===== src/hw/rtl/cbm_pkg.sv =====
// Shared types and constants of the cartridge bank mapper.
`default_nettype none
package cbm_pkg;

  localparam int unsigned RAM_BYTES   = 8192;
  localparam int unsigned RAM_AW      = $clog2(RAM_BYTES);
  localparam int unsigned OFFSET_BITS = 19;
  localparam int unsigned OFFSET_W    = 19;

  localparam logic [2:0] KIND_CPU_READ  = 3'd0;
  localparam logic [2:0] KIND_CPU_WRITE = 3'd1;
  localparam logic [2:0] KIND_PPU_READ  = 3'd2;
  localparam logic [2:0] KIND_TICK      = 3'd3;
  localparam logic [2:0] KIND_IRQ_CLEAR = 3'd4;

  localparam logic [1:0] GRP_BANK   = 2'd0;
  localparam logic [1:0] GRP_MIRROR = 2'd1;
  localparam logic [1:0] GRP_RELOAD = 2'd2;
  localparam logic [1:0] GRP_ENABLE = 2'd3;

  localparam logic [5:0] PRG_UNITS_RESET = 6'd2;

  typedef struct packed {
    logic                handled;
    logic                from_ram;
    logic                ram_read;
    logic [OFFSET_W-1:0] offset;
    logic                irq;
    logic                mirror;
  } res_t;

  typedef struct packed {
    logic              en;
    logic              we;
    logic [RAM_AW-1:0] addr;
    logic [7:0]        wdata;
  } ram_req_t;

endpackage
`default_nettype wire


===== src/hw/rtl/cbm_ctrl.sv =====
// Mapper registers, bus decode, bank translation and scanline counter.
`default_nettype none
module cbm_ctrl #(
  parameter int unsigned OFFSET_BITS = cbm_pkg::OFFSET_BITS
) (
  input  wire logic             clk,
  input  wire logic             rst,
  input  wire logic             accept,
  input  wire logic [2:0]       kind,
  input  wire logic [15:0]      address,
  input  wire logic [7:0]       write_data,
  input  wire logic             cfg_wr_en,
  input  wire logic [5:0]       cfg_wr_data,
  output cbm_pkg::res_t         res,
  output cbm_pkg::ram_req_t     ram_req
);

  localparam logic [cbm_pkg::OFFSET_W-1:0] OFFSET_MASK = '1 >> (cbm_pkg::OFFSET_W - OFFSET_BITS);

  logic [7:0] bank_regs [8];
  logic [2:0] target_select;
  logic       prg_swap_mode;
  logic       chr_invert;
  logic       mirror_bit;
  logic [7:0] irq_reload_value;
  logic [7:0] irq_count;
  logic       irq_enabled;
  logic       irq_flag;
  logic [5:0] prg_units;

  logic       in_ram_win;
  logic       in_reg_win;
  logic       cpu_rd;
  logic       cpu_wr;
  logic       ppu_rd;
  logic       tick;
  logic       clear;
  logic       reg_wr;
  logic       odd;
  logic [1:0] grp;
  logic [5:0] last_bank;
  logic [5:0] second_bank;
  logic [5:0] prg_bank;
  logic [2:0] chr_win;
  logic [7:0] chr_reg;
  logic [7:0] chr_bank;
  logic [cbm_pkg::OFFSET_W-1:0] prg_off;
  logic [cbm_pkg::OFFSET_W-1:0] chr_off;
  logic [7:0] irq_count_next;
  logic       irq_enabled_next;
  logic       irq_flag_next;
  logic       mirror_bit_next;

  assign in_ram_win = (address[15:13] == 3'b011);
  assign in_reg_win = address[15];
  assign cpu_rd     = (kind == cbm_pkg::KIND_CPU_READ);
  assign cpu_wr     = (kind == cbm_pkg::KIND_CPU_WRITE);
  assign ppu_rd     = (kind == cbm_pkg::KIND_PPU_READ) && (address[15:13] == 3'b000);
  assign tick       = (kind == cbm_pkg::KIND_TICK);
  assign clear      = (kind == cbm_pkg::KIND_IRQ_CLEAR);
  assign reg_wr     = cpu_wr && in_reg_win;
  assign odd        = address[0];
  assign grp        = address[14:13];

  assign last_bank   = {prg_units[4:0], 1'b0} - 6'd1;
  assign second_bank = {prg_units[4:0], 1'b0} - 6'd2;

  always_comb begin
    case (address[14:13])
      2'd0:    prg_bank = prg_swap_mode ? second_bank : bank_regs[6][5:0];
      2'd1:    prg_bank = bank_regs[7][5:0];
      2'd2:    prg_bank = prg_swap_mode ? bank_regs[6][5:0] : second_bank;
      default: prg_bank = last_bank;
    endcase
  end

  assign chr_win = address[12:10] ^ {chr_invert, 2'b00};
  assign chr_reg = chr_win[2] ? bank_regs[{1'b0, chr_win[1:0]} + 3'd2]
                              : bank_regs[{2'b00, chr_win[1]}];
  assign chr_bank = chr_win[2] ? chr_reg
                  : (chr_win[0] ? (chr_reg | 8'h01) : (chr_reg & 8'hfe));

  assign prg_off = {prg_bank, address[12:0]} & OFFSET_MASK;
  assign chr_off = {1'b0, chr_bank, address[9:0]} & OFFSET_MASK;

  always_comb begin
    irq_count_next   = irq_count;
    irq_enabled_next = irq_enabled;
    irq_flag_next    = irq_flag;
    mirror_bit_next  = mirror_bit;
    if (tick) begin
      irq_count_next = (irq_count == 8'd0) ? irq_reload_value : irq_count - 8'd1;
      if ((irq_count_next == 8'd0) && irq_enabled) begin
        irq_flag_next = 1'b1;
      end
    end else if (clear) begin
      irq_flag_next = 1'b0;
    end else if (reg_wr) begin
      case (grp)
        cbm_pkg::GRP_MIRROR: begin
          if (!odd) begin
            mirror_bit_next = write_data[0];
          end
        end
        cbm_pkg::GRP_RELOAD: begin
          if (odd) begin
            irq_count_next = 8'd0;
          end
        end
        cbm_pkg::GRP_ENABLE: begin
          if (odd) begin
            irq_enabled_next = 1'b1;
          end else begin
            irq_enabled_next = 1'b0;
            irq_flag_next    = 1'b0;
          end
        end
        default: begin
        end
      endcase
    end
  end

  always_ff @(posedge clk) begin
    if (rst) begin
      for (int i = 0; i < 8; i++) begin
        bank_regs[i] <= 8'd0;
      end
      target_select    <= 3'd0;
      prg_swap_mode    <= 1'b0;
      chr_invert       <= 1'b0;
      mirror_bit       <= 1'b1;
      irq_reload_value <= 8'd0;
      irq_count        <= 8'd0;
      irq_enabled      <= 1'b0;
      irq_flag         <= 1'b0;
      prg_units        <= cbm_pkg::PRG_UNITS_RESET;
    end else begin
      if (cfg_wr_en) begin
        prg_units <= cfg_wr_data;
      end
      if (accept) begin
        irq_count   <= irq_count_next;
        irq_enabled <= irq_enabled_next;
        irq_flag    <= irq_flag_next;
        mirror_bit  <= mirror_bit_next;
        if (reg_wr && (grp == cbm_pkg::GRP_BANK)) begin
          if (odd) begin
            bank_regs[target_select] <= write_data;
          end else begin
            target_select <= write_data[2:0];
            prg_swap_mode <= write_data[6];
            chr_invert    <= write_data[7];
          end
        end
        if (reg_wr && (grp == cbm_pkg::GRP_RELOAD) && !odd) begin
          irq_reload_value <= write_data;
        end
      end
    end
  end

  always_comb begin
    res          = '0;
    res.irq      = irq_flag_next;
    res.mirror   = mirror_bit_next;
    if ((cpu_rd || cpu_wr) && in_ram_win) begin
      res.handled  = 1'b1;
      res.from_ram = 1'b1;
      res.ram_read = cpu_rd;
    end else if (cpu_rd && in_reg_win) begin
      res.handled = 1'b1;
      res.offset  = prg_off;
    end else if (ppu_rd) begin
      res.handled = 1'b1;
      res.offset  = chr_off;
    end
  end

  assign ram_req.en    = accept && (cpu_rd || cpu_wr) && in_ram_win;
  assign ram_req.we    = cpu_wr;
  assign ram_req.addr  = address[cbm_pkg::RAM_AW-1:0];
  assign ram_req.wdata = write_data;

endmodule
`default_nettype wire


===== config.mk =====
export PLATFORM = sky130hd
export DESIGN_NAME = cbm_ctrl
export DESIGN_NICKNAME = d
export VERILOG_FILES = /design/src/hw/rtl/cbm_pkg.sv /design/src/hw/rtl/cbm_ctrl.sv
export SDC_FILE = /design/constraint.sdc
export NUM_CORES = 1
export LEC_CHECK = 0
export BUFFER_PORTS_ARGS = -buffer_cell sky130_fd_sc_hd__buf_2
export CAP_MARGIN = 40
export CORE_ASPECT_RATIO = 0.75
export CORE_MARGIN = 5
export CORE_UTILIZATION = 51
export CTS_CLUSTER_SIZE = 16
export DETAILED_ROUTE_END_ITERATION = 16
export PLACE_DENSITY_LB_ADDON = 0.1
export SYNTH_ARGS = -nofsm -noshare
export SYNTH_HDL_FRONTEND = slang
export SYNTH_SLANG_ARGS = --single-unit

===== constraint.sdc =====
create_clock -name clk -period 2.3 [get_ports clk]
set_clock_uncertainty 0.1 [all_clocks]
set_input_delay 0.23 -clock clk [delete_from_list [all_inputs] [get_ports clk]]
set_output_delay 0.23 -clock clk [all_outputs]
set_load 0.005 [all_outputs]

# --- Word level (Yosys, flattened, before mapping) ---
# Memory sizes are Yosys's and may differ from the RTL's.
# Index checks and enable logic that the tools add are counted.
word_totals:
  mem_count: 1
  romBits: 0
  out_inout_bits: 47
  ramBits: 64
  wordCells: 92
  latchBits: 0
  ff_bits: 29
  in_bits: 37
mem_list:
  columns: ["name", "depth", "word_bits", "rd", "rd_clocked_by_memory_dff", "write_ports", "line", "rtl"]
  rows:
  - ["bank_regs", 8, 8, 4, 0, 8, "cbm_ctrl.sv:20", "logic [7:0] bank_regs [8];"]
op_classes:
  div_mod_pow: 0
  muxes: 40
  shifts: 0
  multipliers: 0
  order_cmp: 0
  bitwise: 4
  n_addsub: 4
  n_eq_ne: 9
  n_reduce_logical: 25
op_table:
  columns: ["operator", "count"]
  rows:
  - ["$mux 8", 8]
  - ["$mux 19", 2]
  - ["$mux 1", 24]
  - ["$mux 18", 1]
  - ["$pmux 6 s3", 1]
  - ["$logic_not 8->1", 2]
  - ["$mux 6", 2]
  - ["$logic_and 1x1->1", 10]
  - ["$reduce_and 5->1", 2]
  - ["$eq 3x2->1 const B", 3]
  - ["$reduce_or 8->1", 1]
  - ["$sub 8x1->8 const B", 1]
  - ["$logic_not 3->1", 2]
  - ["$reduce_bool 2->1", 3]
  - ["$sub 6x1->6 const B", 1]
  - ["$sub 6x2->6 const B", 1]
  - ["$eq 2x2->1 const B", 2]
  - ["$add 2x2->3 const B", 1]
  - ["$eq 3x1->1 const B", 1]
  - ["$eq 3x3->1 const B", 1]
  - ["$mux 3", 1]
  - ["$not 1->1", 3]
  - ["$reduce_and 3->1", 1]
  - ["$xor 3x3->3", 1]
  - ["other kinds (7)", 7]

# --- Depth between registers and ports, before layout ---
logic_depth:
  ltp_word: 9
  depth_mapped: 11

# --- Worst setup path after synthesis ---
# No wires, ideal clock.
synth_timing:
  path_type: "input port to flip-flop"
  start: "input kind[0]"
  end: "memory bank_regs[2][0] (enable)"
  stages: 6
  arrival_time_ns: 1.858
  n_path_buf: 2
  slack_ns: -0.043
  setup_time_ns: 0.384
  required_time_ns: 1.816
  path_cell_list: "buf_4 nand3b_1 nand2b_2 or3_1 buf_2 o21ai_0"
synth_rtl:
  columns: ["element", "line", "rtl"]
  rows:
  - ["start: declaration", "cbm_ctrl.sv:9", "input wire logic [2:0] kind,"]
  - ["end: declaration", "cbm_ctrl.sv:20", null]

# --- Worst setup path in the final report ---
layout_timing:
  start: "register irq_count[3]"
  end: "register irq_count[7]"
layout_between:
  elab_chain_len: 3
  word_cells_on_any_way: 4
layout_lines:
  columns: ["element", "line", "rtl"]
  rows:
  - ["start: declaration", "cbm_ctrl.sv:26", "logic [7:0] irq_count;"]
  - ["start signal: assignment", "cbm_ctrl.sv:143", "irq_count <= irq_count_next;"]
  - ["$sub 8x1->8 or $logic_not 8->1 (tied branches)", "cbm_ctrl.sv:92", "irq_count_next = (irq_count == 8'd0) ? irq_reload_value : irq_count - 8'd1;"]
  - ["$mux 8 *", "cbm_ctrl.sv:92", null]
  - ["$mux 8 *", "cbm_ctrl.sv:91", "if (tick) begin"]
# Every way passes the cells marked *; elsewhere a longest branch is shown, timed or not.
# A chain may end at the register's enable or synchronous reset.

==> out/qor.yml <==
ant_nets: 0
grt_pass1_wl_um: 18500
cts_sinks: 87
fp.dieW_um: 122
max_freq_ghz: 0.398
post-route-util: 0.635
syn_avg_cell_area_um2: 10.3
whs_path_depth: 3
synth.distinct_cells: 56
fill_cells: 763
grt_max_degree: 26
ys_seq_area_frac: 0.483
drc: 0
synth_area_um2: 4810
r2r_end: "irq_count[7]$_SDFFE_PP0P_"
drt_iter0_markers: 261
place_ws_ns: 0.118
rr_startpoint: "irq_count[3]$_SDFFE_PP0P_"
vias_per_cell: 5.43
grt_usage: 0.212
worstSetupPathType: "flop to flop"
io_buffers: 82
synthArstFlopShare: 0
leakagePower_nw: 2.36
min_path_type: "input port to flop"
ctsHtreeMaxLevel: 3
end_kind: "flop"
post_dp_cell_area_um2: 5270
synth_commonest_cells: "and2_1, edfxtp_1, nor2_1, o21ai_0"
setup_slack_ns: -0.214
finalSetupViolations: 3
min_period_over_period: 1.09
syn_inst: 469
path_max_fanout: 6
worstHoldStart: "cfg_wr_data[0]"
worstPathArrival_ns: 2.63
whs_endpoint: "prg_units[0]$_SDFFE_PP0P_"
ys_warn_count: 0
rrSetupSlack_ns: -0.21
num_rows: 30
final_cell_area_um2: 5790
synthTopCellsByArea: "edfxtp_1, dfxtp_1, and2_1, mux2i_1, buf_4"
synthToLayoutAreaGrowth_pct: 20.3
peakVddDrop_uv: 400
fin_nets: 600
cts_tree: "done"
io_pins: 84
syn_nets: 509
synth_top_area_cell: "edfxtp_1"
antenna_found_initial: 0
worst_ep_required_time_ns: 2.42
drtPass1Iterations: 5
place.gp.congestion: 0.868
clock_latency_ns: 0.33
synth_seq_cells: 87
synth.top_cell.area_share: 0.362
drv_cap: 0
wl_um: 12000
start_util: 0.528
cts-root-buf: "clkbuf_16"
die_h_um: 94.1
dieArea_um2: 11500
drv_slew: 0
numCtsBuffers: 9
wl_per_cell_um: 17.3
status: "finished with violations"
ff2ff_path_depth: 12
first_global_vias: 3577
grt_overflow: 0
worst_slew_pin_slew_ns: 0.659
cts.reportedPaths.clkPinSlew_ns: 0.06
synth_edf_count: 58
fin_crit_ns: 2.51
relSlewSlack: 0.560
holdWs_ns: 0.0296
rsz0062_at_grt: "yes"
powerDensity_nw_per_um2: 586
critPathLaunchType: "flop"
dpl.hpwl_um: 8490
vias: 3761
ys.flop_type: "edfxtp_1"
insertedDiodeCount: 0
drive_above_1_share: 0.333
violations: "negative setup slack"
core_um2: 9120
synth.most_common_cell: "and2_1"
hold_viol: 0
cts_buffer_depth: 2
[where the power goes]
part | switching (mW) | internal [mW] | total, mW | leakage, nW
clock network | 0.555 | 0.806 | 1.36 | 0.139
registers | 0.0162 | 1.70 | 1.72 | 0.836
logic | 0.182 | 0.132 | 0.313 | 1.38
total | 0.753 | 2.64 | 3.39 | 2.36
[cell usage in the layout, fill, tap and decap left out, drive strengths merged, types with 3 or more instances in the layout]
| cell type | instances |
|---|---|
| ha | 3 |
| nor2b | 12 |
| nor4 | 7 |
| inv | 11 |
| dfxtp | 29 |
| nor3b | 6 |
| edfxtp | 58 |
| o211ai | 4 |
| nor2 | 45 |
| clkbuf | 15 |
| nand2b | 5 |
| mux2i | 29 |
| xnor2 | 3 |
| and2 | 60 |
| nand2 | 27 |
| nand4 | 3 |
| o21ai | 34 |
| mux4 | 7 |
| buf | 128 |
| or2 | 3 |
| a21oi | 27 |
| o31ai | 3 |
| nor3 | 16 |
[final cells by class]
cell class | count | area (µm²) | area share
Tap cell | 128 | 160 | 0.0277
Sequential cell | 87 | 2330 | 0.403
Clock inverter | 1 | 5.00 | 0.000865
Inverter | 11 | 41.3 | 0.00713
Multi-Input combinational cell | 323 | 2220 | 0.384
Clock buffer | 15 | 272 | 0.0469
Timing Repair Buffer | 128 | 756 | 0.131
[cell families after synthesis]
family | count (synthesis) | share of synthesized area
XOR/XNOR | 5 | 0.00910
AND/OR/NAND/NOR | 197 | 0.233
multiplexers | 37 | 0.0954
AO/OA/AOI/OAI | 81 | 0.0993
flip-flops | 87 | 0.483
adder cells (fa/ha/maj) | 3 | 0.00780
buffers and inverters | 59 | 0.0728
[state kept, by name, summed over array words and instances, names as in the netlist]
register	cells
irq_count	8
irq_reload_value	8
prg_swap_mode	1
bank_regs	58
chr_invert	1
irq_flag	1
prg_units	5
mirror_bit	1
irq_enabled	1
target_select	3
[critical path, stage by stage, from the launching register on]
cell and delay (ns):
dfxtp_2 0.35, or4_4 0.52, o41ai_2 0.20, o31ai_1 0.13, buf_4 0.15, buf_4 0.12, buf_4 0.12, buf_4 0.12
buf_4 0.12, buf_4 0.12, buf_4 0.12, a22oi_1 0.18, nor2_1 0.06
[metrics by stage]
step	power (mW)	TNS [ns]	instances
after floorplan	1.93	-0.680	469
after global placement	2.04	0	657
after detailed placement	2.05	0	657
after CTS	3.41	-0.446	692
after global routing	3.53	-0.947	693
final	3.39	-0.553	693
[per-layer routing]
metal	vias to the layer above	global-route usage	part of all wire
met3	20	0.0397	0.051
met4	0	0.0699	0.017
met2	88	0.335	0.47
met5	-	0	0
met1	1820	0.294	0.46
li1	1833	-	-
[worst max path at each step]
stage / start / end / slack, ns / cells past startpoint
floorplan: kind[0] / bank_regs[2][0]$_SDFFCE_PN0P_ / -0.04 / 6
global placement: irq_count[3]$_SDFFE_PP0P_ / res[1] / 0.15 / 7
detailed placement: irq_count[3]$_SDFFE_PP0P_ / res[1] / 0.12 / 7
CTS: irq_count[3]$_SDFFE_PP0P_ / res[1] / -0.19 / 7
global route: irq_count[0]$_SDFFE_PP0P_ / irq_flag$_SDFFE_PP0P_ / -0.32 / 13
finish: irq_count[3]$_SDFFE_PP0P_ / irq_count[7]$_SDFFE_PP0P_ / -0.21 / 12
[what timing repair did]
action,4_1_cts,5_1_grt
setup endpoints to repair,2,6
hold buffers,0,0
buffers inserted,19,1
gates resized for setup,8,15
pin swaps,5,8
Power figures use the tool's default switching activity.
